## config.mk

```make
export PLATFORM = sky130hd
export DESIGN_NAME = tracker_pattern_cell_decoder
export DESIGN_NICKNAME = d
export VERILOG_FILES = /design/src/hw/rtl/tpcd_pkg.sv /design/src/hw/rtl/tpcd_front.sv /design/src/hw/rtl/tpcd_back.sv /design/src/hw/rtl/tracker_pattern_cell_decoder.sv
export SDC_FILE = /design/constraint.sdc
export NUM_CORES = 1
export LEC_CHECK = 0
export BUFFER_PORTS_ARGS = -buffer_cell sky130_fd_sc_hd__buf_2
export CAP_MARGIN = 10
export CELL_PAD_IN_SITES_DETAIL_PLACEMENT = 1
export CELL_PAD_IN_SITES_GLOBAL_PLACEMENT = 1
export CORE_MARGIN = 5
export CORE_UTILIZATION = 53
export CTS_CLUSTER_DIAMETER = 150
export DETAILED_ROUTE_END_ITERATION = 16
export GPL_TIMING_DRIVEN = 0
export PLACE_DENSITY = 0.95
export SYNTH_ARGS = -nofsm -noshare
export SYNTH_HDL_FRONTEND = slang
export SYNTH_SLANG_ARGS = --single-unit
```

## constraint.sdc

```tcl
create_clock -name i_clk -period 4.58 [get_ports i_clk]
set_input_delay 0.916 -clock i_clk [delete_from_list [all_inputs] [get_ports i_clk]]
set_output_delay 0.916 -clock i_clk [all_outputs]
set_load 0.01 [all_outputs]
```

## src/hw/rtl/tpcd_pkg.sv

```systemverilog
// ----------------------------------------------------------------------------
// tpcd_pkg
// Shared types and constants of the tracker pattern cell decoder.
// ----------------------------------------------------------------------------
package tpcd_pkg;

    localparam int CHANNELS = 8;
    localparam int MAX_ROWS = 64;
    localparam int CH_W     = (CHANNELS > 1) ? $clog2(CHANNELS) : 1;

    localparam logic [7:0] NO_EFFECT     = 8'hff;
    localparam logic [7:0] VOLUME_ONLY   = 8'hfe;
    localparam logic [7:0] KEEP_EFFECT   = 8'h30;
    localparam logic [7:0] PAN_LEFT      = 8'h4f;
    localparam logic [7:0] PAN_RIGHT     = 8'hf4;
    localparam logic [3:0] FINE_NIBBLE   = 4'hf;
    localparam logic [6:0] NOTE_OFFSET   = 7'd37;
    localparam logic [6:0] SHORT_PATTERN = 7'd32;

    // result effect codes
    localparam logic [3:0] FX_NONE       = 4'd0;
    localparam logic [3:0] FX_SLIDE_UP   = 4'd1;
    localparam logic [3:0] FX_SLIDE_DOWN = 4'd2;
    localparam logic [3:0] FX_TONE_SLIDE = 4'd3;
    localparam logic [3:0] FX_CHORD      = 4'd4;
    localparam logic [3:0] FX_TEMPO      = 4'd5;
    localparam logic [3:0] FX_PAN_SLIDE  = 4'd6;
    localparam logic [3:0] FX_REPEAT     = 4'd7;
    localparam logic [3:0] FX_BREAK      = 4'd8;

    // source effect commands (high nibble of the effect byte)
    localparam logic [3:0] CMD_SLIDE_UP   = 4'd0;
    localparam logic [3:0] CMD_SLIDE_DOWN = 4'd1;
    localparam logic [3:0] CMD_TONE_SLIDE = 4'd2;
    localparam logic [3:0] CMD_FREQ_ADJ   = 4'd3;
    localparam logic [3:0] CMD_ARPEGGIO   = 4'd4;
    localparam logic [3:0] CMD_SET_TEMPO  = 4'd5;
    localparam logic [3:0] CMD_BALANCE    = 4'd6;
    localparam logic [3:0] CMD_RETRIG     = 4'd7;

    localparam logic [3:0] BAL_LEFT  = 4'd0;
    localparam logic [3:0] BAL_RIGHT = 4'd1;

    typedef struct packed {
        logic [7:0] note_byte;
        logic [7:0] volume_byte;
        logic [7:0] effect_byte;
        logic [2:0] channel;
        logic [5:0] row;
        logic [6:0] row_count;
        logic [7:0] pattern_speed;
    } t_cell_in;

    typedef struct packed {
        logic       note_valid;
        logic [6:0] note_value;
        logic [6:0] instrument;
        logic       volume_valid;
        logic [5:0] volume_level;
        logic [3:0] effect_code;
        logic [7:0] effect_param;
    } t_cell_out;

    // classified cell, passed from front to back
    typedef struct packed {
        logic            note_valid;
        logic [6:0]      note_value;
        logic [6:0]      instrument;
        logic            volume_valid;
        logic [5:0]      volume_level;
        logic            fx_given;
        logic            fx_clear;
        logic [7:0]      effect_byte;
        logic            has_slot;
        logic [CH_W-1:0] slot;
        logic            row_zero;
        logic            pattern_start;
        logic            break_row;
        logic [7:0]      pattern_speed;
    } t_cls;

endpackage

```

## src/hw/rtl/tpcd_front.sv

```systemverilog
// ----------------------------------------------------------------------------
// tpcd_front
// Accepts cells, decodes note and volume, classifies the effect byte and the
// row position, and holds the results in a two-entry queue for the back end.
// ----------------------------------------------------------------------------
module tpcd_front (
    input  logic               i_clk,
    input  logic               i_rst_n,
    input  logic               push,
    output logic               full,
    input  tpcd_pkg::t_cell_in i_cell,
    output logic               o_head_valid,
    output tpcd_pkg::t_cls     o_head,
    input  logic               i_head_take
);

    tpcd_pkg::t_cls c_cls;
    tpcd_pkg::t_cls r_q [2];
    logic           r_wr;
    logic           r_rd;
    logic [1:0]     r_cnt;
    logic           n_wr;
    logic           n_rd;
    logic [1:0]     n_cnt;
    logic           w_push;
    logic           w_take;
    logic           w_note;
    logic [6:0]     w_row_inc;

    always_comb begin
        w_note    = (i_cell.note_byte != tpcd_pkg::VOLUME_ONLY) &&
                    (i_cell.note_byte != tpcd_pkg::NO_EFFECT);
        w_row_inc = {1'b0, i_cell.row} + 7'd1;

        c_cls.note_valid   = w_note;
        c_cls.note_value   = w_note ? ({1'b0, i_cell.note_byte[7:2]} + tpcd_pkg::NOTE_OFFSET)
                                    : 7'd0;
        c_cls.instrument   = w_note ? ({1'b0, i_cell.note_byte[1:0], i_cell.volume_byte[7:4]}
                                       + 7'd1) : 7'd0;
        c_cls.volume_valid = (i_cell.note_byte != tpcd_pkg::NO_EFFECT);
        c_cls.volume_level = c_cls.volume_valid ? {i_cell.volume_byte[3:0], 2'b00} : 6'd0;
        c_cls.fx_given     = (i_cell.effect_byte != tpcd_pkg::NO_EFFECT);
        c_cls.fx_clear     = (i_cell.effect_byte[3:0] == 4'd0) &&
                             (i_cell.effect_byte != tpcd_pkg::KEEP_EFFECT);
        c_cls.effect_byte  = i_cell.effect_byte;
        c_cls.has_slot     = (32'(i_cell.channel) < tpcd_pkg::CHANNELS);
        c_cls.slot         = tpcd_pkg::CH_W'(i_cell.channel);
        c_cls.row_zero     = (i_cell.row == 6'd0);
        c_cls.pattern_start = (i_cell.row == 6'd0) && (i_cell.channel == 3'd0);
        c_cls.break_row    = (i_cell.row_count >= 7'd1) &&
                             (i_cell.row_count < tpcd_pkg::SHORT_PATTERN) &&
                             (32'(i_cell.row_count) <= tpcd_pkg::MAX_ROWS) &&
                             (w_row_inc == i_cell.row_count);
        c_cls.pattern_speed = i_cell.pattern_speed;
    end

    assign full         = (r_cnt == 2'd2);
    assign w_push       = push && !full;
    assign o_head_valid = (r_cnt != 2'd0);
    assign w_take       = i_head_take && o_head_valid;
    assign o_head       = r_q[r_rd];

    always_comb begin
        n_wr  = w_push ? ~r_wr : r_wr;
        n_rd  = w_take ? ~r_rd : r_rd;
        n_cnt = r_cnt + {1'b0, w_push} - {1'b0, w_take};
    end

    always_ff @(posedge i_clk) begin
        if (!i_rst_n) begin
            r_wr  <= 1'b0;
            r_rd  <= 1'b0;
            r_cnt <= 2'd0;
        end else begin
            r_wr  <= n_wr;
            r_rd  <= n_rd;
            r_cnt <= n_cnt;
        end
    end

    always_ff @(posedge i_clk) begin
        if (w_push) begin
            r_q[r_wr] <= c_cls;
        end
    end

endmodule

```

## src/hw/rtl/tpcd_back.sv

```systemverilog
// ----------------------------------------------------------------------------
// tpcd_back
// Resolves the effect against the per-channel remembered effect, inserts speed
// and break effects, and queues finished cells in a two-entry result queue.
// ----------------------------------------------------------------------------
module tpcd_back (
    input  logic                i_clk,
    input  logic                i_rst_n,
    input  logic                i_head_valid,
    input  tpcd_pkg::t_cls      i_head,
    output logic                o_head_take,
    output logic                empty,
    input  logic                pop,
    output tpcd_pkg::t_cell_out o_result
);

    logic [7:0]          r_mem [tpcd_pkg::CHANNELS];
    logic                r_speed_placed;
    logic                r_break_placed;
    logic                n_speed_placed;
    logic                n_break_placed;
    tpcd_pkg::t_cell_out r_q [2];
    logic                r_wr;
    logic                r_rd;
    logic [1:0]          r_cnt;
    logic                w_go;
    logic                w_pop;
    logic [7:0]          w_eff;
    logic [7:0]          w_store;
    logic [3:0]          w_cmd;
    logic [3:0]          w_p;
    logic [3:0]          w_code;
    logic [7:0]          w_param;
    logic                w_sp;
    logic                w_bp;
    tpcd_pkg::t_cell_out c_res;

    assign w_go        = i_head_valid && (r_cnt != 2'd2);
    assign o_head_take = w_go;
    assign empty       = (r_cnt == 2'd0);
    assign w_pop       = pop && !empty;
    assign o_result    = r_q[r_rd];

    always_comb begin
        w_eff = tpcd_pkg::NO_EFFECT;
        if (i_head.has_slot && !i_head.row_zero) begin
            w_eff = r_mem[i_head.slot];
        end
        if (i_head.note_valid) begin
            w_eff = tpcd_pkg::NO_EFFECT;
        end
        if (i_head.fx_given) begin
            w_eff = i_head.effect_byte;
        end
        if (i_head.fx_clear) begin
            w_eff = tpcd_pkg::NO_EFFECT;
        end

        w_cmd   = w_eff[7:4];
        w_p     = w_eff[3:0];
        w_store = w_eff;
        w_code  = tpcd_pkg::FX_NONE;
        w_param = 8'd0;
        unique case (w_cmd)
            tpcd_pkg::CMD_SLIDE_UP: begin
                w_code  = tpcd_pkg::FX_SLIDE_UP;
                w_param = {4'd0, w_p};
            end
            tpcd_pkg::CMD_SLIDE_DOWN: begin
                w_code  = tpcd_pkg::FX_SLIDE_DOWN;
                w_param = {4'd0, w_p};
            end
            tpcd_pkg::CMD_TONE_SLIDE: begin
                w_code  = tpcd_pkg::FX_TONE_SLIDE;
                w_param = {4'd0, w_p};
            end
            tpcd_pkg::CMD_FREQ_ADJ: begin
                w_code  = tpcd_pkg::FX_SLIDE_UP;
                w_param = {tpcd_pkg::FINE_NIBBLE, w_p};
                w_store = tpcd_pkg::NO_EFFECT;
            end
            tpcd_pkg::CMD_ARPEGGIO: begin
                w_code  = tpcd_pkg::FX_CHORD;
                w_param = {w_p, w_p};
            end
            tpcd_pkg::CMD_SET_TEMPO: begin
                w_code  = tpcd_pkg::FX_TEMPO;
                w_param = {4'd0, w_p};
                w_store = tpcd_pkg::NO_EFFECT;
            end
            tpcd_pkg::CMD_BALANCE: begin
                if (w_p == tpcd_pkg::BAL_LEFT) begin
                    w_code  = tpcd_pkg::FX_PAN_SLIDE;
                    w_param = tpcd_pkg::PAN_LEFT;
                end else if (w_p == tpcd_pkg::BAL_RIGHT) begin
                    w_code  = tpcd_pkg::FX_PAN_SLIDE;
                    w_param = tpcd_pkg::PAN_RIGHT;
                end
            end
            tpcd_pkg::CMD_RETRIG: begin
                w_code  = tpcd_pkg::FX_REPEAT;
                w_param = {4'd0, w_p};
            end
            default: begin
            end
        endcase

        // pattern start clears both placement flags before they are used
        w_sp           = i_head.pattern_start ? 1'b0 : r_speed_placed;
        w_bp           = i_head.pattern_start ? 1'b0 : r_break_placed;
        n_speed_placed = w_sp;
        n_break_placed = w_bp;

        if (i_head.row_zero && !w_sp) begin
            if (w_code == tpcd_pkg::FX_TEMPO) begin
                n_speed_placed = 1'b1;
            end else if (w_code == tpcd_pkg::FX_NONE) begin
                w_code         = tpcd_pkg::FX_TEMPO;
                w_param        = i_head.pattern_speed;
                n_speed_placed = 1'b1;
            end
        end

        if (i_head.break_row && !w_bp && (w_code == tpcd_pkg::FX_NONE)) begin
            w_code         = tpcd_pkg::FX_BREAK;
            w_param        = 8'd0;
            n_break_placed = 1'b1;
        end

        if (w_code == tpcd_pkg::FX_NONE) begin
            w_param = 8'd0;
        end

        c_res.note_valid   = i_head.note_valid;
        c_res.note_value   = i_head.note_value;
        c_res.instrument   = i_head.instrument;
        c_res.volume_valid = i_head.volume_valid;
        c_res.volume_level = i_head.volume_level;
        c_res.effect_code  = w_code;
        c_res.effect_param = w_param;
    end

    always_ff @(posedge i_clk) begin
        if (!i_rst_n) begin
            for (int i = 0; i < tpcd_pkg::CHANNELS; i++) begin
                r_mem[i] <= tpcd_pkg::NO_EFFECT;
            end
            r_speed_placed <= 1'b0;
            r_break_placed <= 1'b0;
        end else if (w_go) begin
            if (i_head.has_slot) begin
                r_mem[i_head.slot] <= w_store;
            end
            r_speed_placed <= n_speed_placed;
            r_break_placed <= n_break_placed;
        end
    end

    always_ff @(posedge i_clk) begin
        if (!i_rst_n) begin
            r_wr  <= 1'b0;
            r_rd  <= 1'b0;
            r_cnt <= 2'd0;
        end else begin
            if (w_go) begin
                r_wr <= ~r_wr;
            end
            if (w_pop) begin
                r_rd <= ~r_rd;
            end
            r_cnt <= r_cnt + {1'b0, w_go} - {1'b0, w_pop};
        end
    end

    always_ff @(posedge i_clk) begin
        if (w_go) begin
            r_q[r_wr] <= c_res;
        end
    end

endmodule

```

## src/hw/rtl/tracker_pattern_cell_decoder.sv

```systemverilog
// ----------------------------------------------------------------------------
// tracker_pattern_cell_decoder
// Decodes three-byte tracker pattern cells into note, instrument, volume and
// a renumbered effect, with per-channel effect memory and speed/break insert.
// ----------------------------------------------------------------------------
//  channel  | direction | handshake          | payload
//  ---------+-----------+--------------------+-----------------------------
//  cells    | in        | push / full        | i_cell   (t_cell_in)
//  results  | out       | empty / pop        | o_result (t_cell_out)
//
// Sustains one cell per cycle while neither queue is full; an accepted cell
// waits in the front queue, passes the combinational back stage into the result
// queue when it heads the front queue and the result queue has room.
// Reset is synchronous on i_rst_n low: both queues drain to empty and every
// remembered effect returns to none; the speed and break flags clear.
// Front and back each stall on their own: a full result queue holds the back
// stage while the front keeps taking cells until its own queue fills.
// ----------------------------------------------------------------------------
module tracker_pattern_cell_decoder (
    input  logic                i_clk,
    input  logic                i_rst_n,
    input  logic                push,
    output logic                full,
    input  tpcd_pkg::t_cell_in  i_cell,
    output logic                empty,
    input  logic                pop,
    output tpcd_pkg::t_cell_out o_result
);

    // classified cells between front and back
    logic           w_head_valid;
    tpcd_pkg::t_cls w_head;
    logic           w_head_take;

    // front: accept, decode note/volume, classify effect and row position
    tpcd_front u_front (
        .i_clk        (i_clk),
        .i_rst_n      (i_rst_n),
        .push         (push),
        .full         (full),
        .i_cell       (i_cell),
        .o_head_valid (w_head_valid),
        .o_head       (w_head),
        .i_head_take  (w_head_take)
    );

    // back: resolve remembered effect, insert speed/break, queue the transfer
    tpcd_back u_back (
        .i_clk        (i_clk),
        .i_rst_n      (i_rst_n),
        .i_head_valid (w_head_valid),
        .i_head       (w_head),
        .o_head_take  (w_head_take),
        .empty        (empty),
        .pop          (pop),
        .o_result     (o_result)
    );

endmodule

```

---- Word-level counts from Yosys, hierarchy flattened ----
Memories as Yosys holds them, arrays and structs flattened. A register that Yosys moved wholly into a read port is not among the register bits.
Index checks and enable logic that the tools add are counted.
operators by class
  add/subtract/negate cells ............... 7
  magnitude comparators ................... 3
  equal/unequal tests ..................... 16
  muxes and demuxes ....................... 45
  bitwise logic cells ..................... 4
  reduce and logical (&&, ||, !) cells .... 33
operators by type and width
  kind                                                               count
  2-to-1 mux 8 bit                                                   13
  one-hot mux 8 bit (4 select lines)                                 1
  one-hot mux 4 bit (7 select lines)                                 1
  logical NOT 4 bit                                                  6
  != test 8 bit, second input constant                               3
  equality test 4 x 3 -> 1 bit, second input constant                5
  2-to-1 mux 1 bit                                                   20
  2-to-1 mux 4 bit                                                   5
  adder 6 x 1 -> 7 bit, second input constant                        2
  2-to-1 mux 7 bit                                                   2
  logical AND 1 bit                                                  13
  equality test 4 x 1 -> 1 bit, second input constant                2
  equality test 4 x 2 -> 1 bit, second input constant                2
  != test 8 x 6 -> 1 bit, second input constant                      1
  OR reduction 8 bit                                                 1
  adder 6 x 6 -> 7 bit, second input constant                        1
  equality test 7 bit                                                1
  greater-or-equal comparator 7 x 1 -> 1 bit, second input constant  1
  less-or-equal comparator 7 bit, second input constant              1
  < comparator 7 x 6 -> 1 bit, second input constant                 1
  logical NOT 6 bit                                                  1
  2-to-1 mux 3 bit                                                   2
  2-to-1 mux 6 bit                                                   1
  logical NOT 1 bit                                                  5
  11 further kinds                                                   17
word-level totals
  bits in registers ....................... 10
  RAM bits ................................ 224
  input port bits ......................... 52
  output and inout port bits .............. 36
  logic and storage cells ................. 119
  memories ................................ 3
memories
  memory        depth  width  read ports  clocked after Yosys merged registers in  write ports  RTL line          RTL
  u_front.r_q   2      46     1           1                                        1            tpcd_front.sv:18  tpcd_pkg::t_cls r_q [2];
  u_back.r_q    2      34     1           1                                        1            tpcd_back.sv:22   tpcd_pkg::t_cell_out r_q [2];
  u_back.r_mem  8      8      1           0                                        8            tpcd_back.sv:17   logic [7:0] r_mem [tpcd_pkg::CHANNELS];

---- Logic depth before layout (Yosys ltp) ----
  depth after elaboration ................. 19
  mapped depth ............................ 12
  depth with buffers taken out ............ 9

---- Modules after synthesis ----
A second synthesis with hierarchy kept.
unflattened totals
  cell total of the unflattened synthesis .. 690
  area, all modules ....................... 10211.0 µm²
modules (own cells, without submodules)
  module      instances  cells an instance  area an instance (µm²)  seq. area each (µm²)
  tpcd_back   1          448                6302.3                  4103.9
  tpcd_front  1          242                3908.7                  2742.6

---- Least setup slack after synthesis ----
Ideal clock, no wire load.
  path kind ............................... input -> register
  from .................................... input push
  to ...................................... memory u_front.r_q[0][0] (netlist name) (enable)
  setup time .............................. 0.447 ns
  data arrival time ....................... 2.862 ns
  data required time ...................... 4.133 ns
  path slack .............................. 1.271 ns
  cell stages on the path ................. 2
  path buffers ............................ 0
  path through ............................ nand2_1 nor2_1
on the way
  longest elaborated chain between the ends .. 3
ends and longest elaborated chain
  element                                 RTL line                            RTL
  start, declared                         tracker_pattern_cell_decoder.sv:22  input logic push,
  logical AND 1 bit                       tpcd_front.sv:58                    assign w_push = push && !full;
  2-to-1 mux 1 bit                        tpcd_front.sv:82                    if (w_push) begin
  2-to-1 mux 1 bit (implied by the code)  tpcd_front.sv:83                    r_q[r_wr] <= c_cls;
  end, declared                           tpcd_front.sv:18
Every way passes these cells.

==> results by group <==
Run status
  • Status: finished, final reports clean

Worst setup path
  • R2r setup slk: a little under 400 ps
  • Critical Path AT: between 4000 and 5000 ps
  • Element type at the critical path end: register
  • Critical path buffers and inverters: 3
  • CP max FO: 10
  • Critical-path cell list: clkbuf_1 -> mux2i_1 -> clkbuf_1 -> nand3_1 -> a21oi_1 -> nor3_1 -> o21ai_1 -> buf_2 -> nor2_1 -> a21oi_1 -> nand2_1
  • Cells on worst reg2reg path: 11
  • Req. time, crit path: 4810 ps
  • Top delay family on crit path: compound AO/OA/AOI/OAI gates
  • Slowest cell delay on critical path: 790 ps
  • Slowest cell on the critical path: a21oi_1
  • Worst setup SP type: register
  • Critical Path Stages: 11
  • Crit Path Class: register to register

Cells and area
  • Most frequent cells in the layout: 216 x edfxtp_1, 106 x nand2_1, 91 x buf_2
  • Fillers: about 1900
  • Nets: a little over 900
  • Commonest non-fill, non-tap cell in the layout: edfxtp_1
  • Area grow syn2layout: 15.1%
  • Layout cells sized above 1: 0.244

Yosys
  • Number of distinct library cells after synthesis: 71
  • Post-synthesis register bit count: 228
  • Synth top area share: 0.632
  • Synth Instances: ~750
  • Top cells by area, synth: edfxtp_1 63%, mux2_2 6.4%, nand2_1 3.9%, mux2i_1 2.4%, dfxtp_1 2.3%
  • Ys flop type: edfxtp_1
  • Mapped Area: ~10000 um^2
  • Area leader, netlist: edfxtp_1
  • Number of flops mapped to enable cells by yosys: about 220
  • Yosys warning count: 0
  • Syn avg cell area: ~14 um^2
  • Sequential-to-total area share from yosys stat: 0.655
  • Ys async rst share: 0

Global route
  • Gr usage total: 0.270
  • Vias in the first global route: 7680
  • Initial antenna violation count: 2
  • Grt ovf: 0
  • Global-route wire length before repair: roughly 46 mm
  • Pin count of the biggest net entering global routing: 33

CTS
  • Total setup buffers inserted after CTS: 0
  • Hold buffer count at CTS: 0
  • # clock sinks: between 200 and 250
  • H-tree depth: 1
  • Clock Tree Buf Depth: 3
  • CTS resizes: 0
  • Root buffer cell: clkbuf_16
  • Clk pin slew, worst setup/hold paths: about 60 ps
  • Worst-skew pair later-pin latency: roughly 530 ps
  • Cts bufs inserted: 24
  • CTS tree: yes

Timing
  • Slew headroom: 0.141
  • Max Slew Vio Count: 0
  • F_max: about 0.24 GHz
  • Worst-Margin Slew: roughly 1300 ps
  • Final period utilization: 0.916
  • Hold_ws: roughly 530 ps
  • Fin. Hold Viols: 0
  • Final Critical Period: approximately 4200 ps
  • Final clock skew: around 18 ps
  • Endpoints failing setup: 0
  • Final TNS setup: 0 ps
  • RSZ-0062 raised after global routing: false

Route
  • Post-DRT Antenna Nets: 0
  • DR vias: 7201
  • First-pass detailed-route iteration total: 7
  • Vias/cell: 6.25
  • Routed WL: roughly 30 mm
  • Initial DRC count: between 700 and 800
  • DRC: 0
  • WL/cell: around 26 um

Run
  • Max-Cap Viols: 0

Pwr
  • Maximum VDD drop: approximately 0.00035 V
  • Sw Ratio: 0.355
  • Clock Power Share: 0.242
  • Seq pwr share: 0.404
  • Pwr dens: between 600 and 700 nW/um^2
  • Psw: approximately 2.6 mW
  • Leakage power: a little under 4 nW
  • Combinational share of power: 0.354
  • Internal cell power: ~4.7 mW

Worst hold path
  • HP Class: register to register
  • Hold depth: 1

Floorplanning
  • Standard-cell rows: 51
  • Core area: approximately 19000 um^2
  • Initial Util: 0.533
  • Die H: ~150 um
  • Ports: a little under 90
  • Die Span X: 149 um
  • Die ar.: approximately 22000 um^2

Placed design
  • Dpl hpwl: 21.3 mm
  • GP Congestion: just over 0.9
  • Buffers added on ports: between 80 and 90
path summary, 6_finish.rpt:
path                                             from                     to
worst min register to register  u_back.r_break_placed  u_back.r_break_placed
worst min-delay path            u_back.r_break_placed  u_back.r_break_placed
worst max-delay path               u_front.r_q[1][11]     u_back.r_mem[5][5]
worst max register to register     u_front.r_q[1][11]     u_back.r_mem[5][5]
cell usage after synthesis, drive strengths merged, types with 11 or more instances:
library cell / count
nor2: 40
dfxtp: 12
nor2b: 11
buf: 19
and2: 16
o21ai: 23
nor3: 11
mux2i: 25
clkbuf: 11
edfxtp: 216
a21oi: 28
nand2: 106
nand3: 14
xnor2: 12
inv: 20
mux2: 65
registers in the layout, indices dropped and copies added, names as in the netlist, named ones only:
name and cells:
u_back.r_break_placed 1, u_back.r_mem 64, u_front.r_wr 1, u_back.r_cnt 2, u_back.r_q 64, u_back.r_rd 1, u_front.r_rd 1, u_front.r_q 88
u_back.r_speed_placed 1, u_front.r_cnt 2, u_back.r_wr 1
logic make-up after synthesis:
| family | synth area share |
|---|---|
| and+or+nand+nor | 0.117 |
| DFF | 0.655 |
| AOI/OAI and AO/OA | 0.0834 |
| muxes | 0.0971 |
| buffers and inverters | 0.0230 |
| xor gates and xnor gates | 0.0145 |
| adders and majority gates | 0.00975 |
| other | 0.000365 |
final cells by class:
| type | instances | area (um^2) | share of cell area |
|---|---|---|---|
| Multi-Input combinational cell | 474 | 3330 | 0.282 |
| Antenna cell | 2 | 5.00 | 0.000423 |
| Inverter | 20 | 75.1 | 0.00635 |
| Clock inverter | 6 | 42.5 | 0.00360 |
| Sequential cell | 228 | 6730 | 0.569 |
| Tap cell | 265 | 332 | 0.0280 |
| Clock buffer | 35 | 642 | 0.0543 |
| Timing Repair Buffer | 92 | 513 | 0.0434 |
| Buffer | 30 | 161 | 0.0136 |
power by group through the flow:
stage / Clock (mW) / Combinational [mW] / Sequential [mW]
floorplan: 0 / 1.58 / 2.90
detailed placement: 0 / 2.48 / 2.96
global placement: 0 / 2.23 / 2.92
finish: 1.75 / 2.56 / 2.92
CTS: 1.76 / 2.54 / 2.92
global route: 1.85 / 2.69 / 2.94
stage by stage:
stage	util	std cells	setup slack, ps	area (um^2)	power (mW)
floorplan	-	752	1270	10300	4.48
global placement	0.572	1102	157	11000	5.16
detailed placement	0.578	1108	709	11100	5.44
CTS	0.613	1149	503	11800	7.22
global route	0.614	1151	166	11800	7.49
finish	0.614	1152	387	11800	7.23
layer usage:
layer | GRT usage | part of all wire | vias up
li1 | - | - | 3066
met1 | 0.332 | 0.36 | 3559
met2 | 0.469 | 0.50 | 457
met3 | 0.0422 | 0.082 | 117
met4 | 0.124 | 0.055 | 2
met5 | 0 | 0.00063 | -
Power figures use the tool's default switching activity.
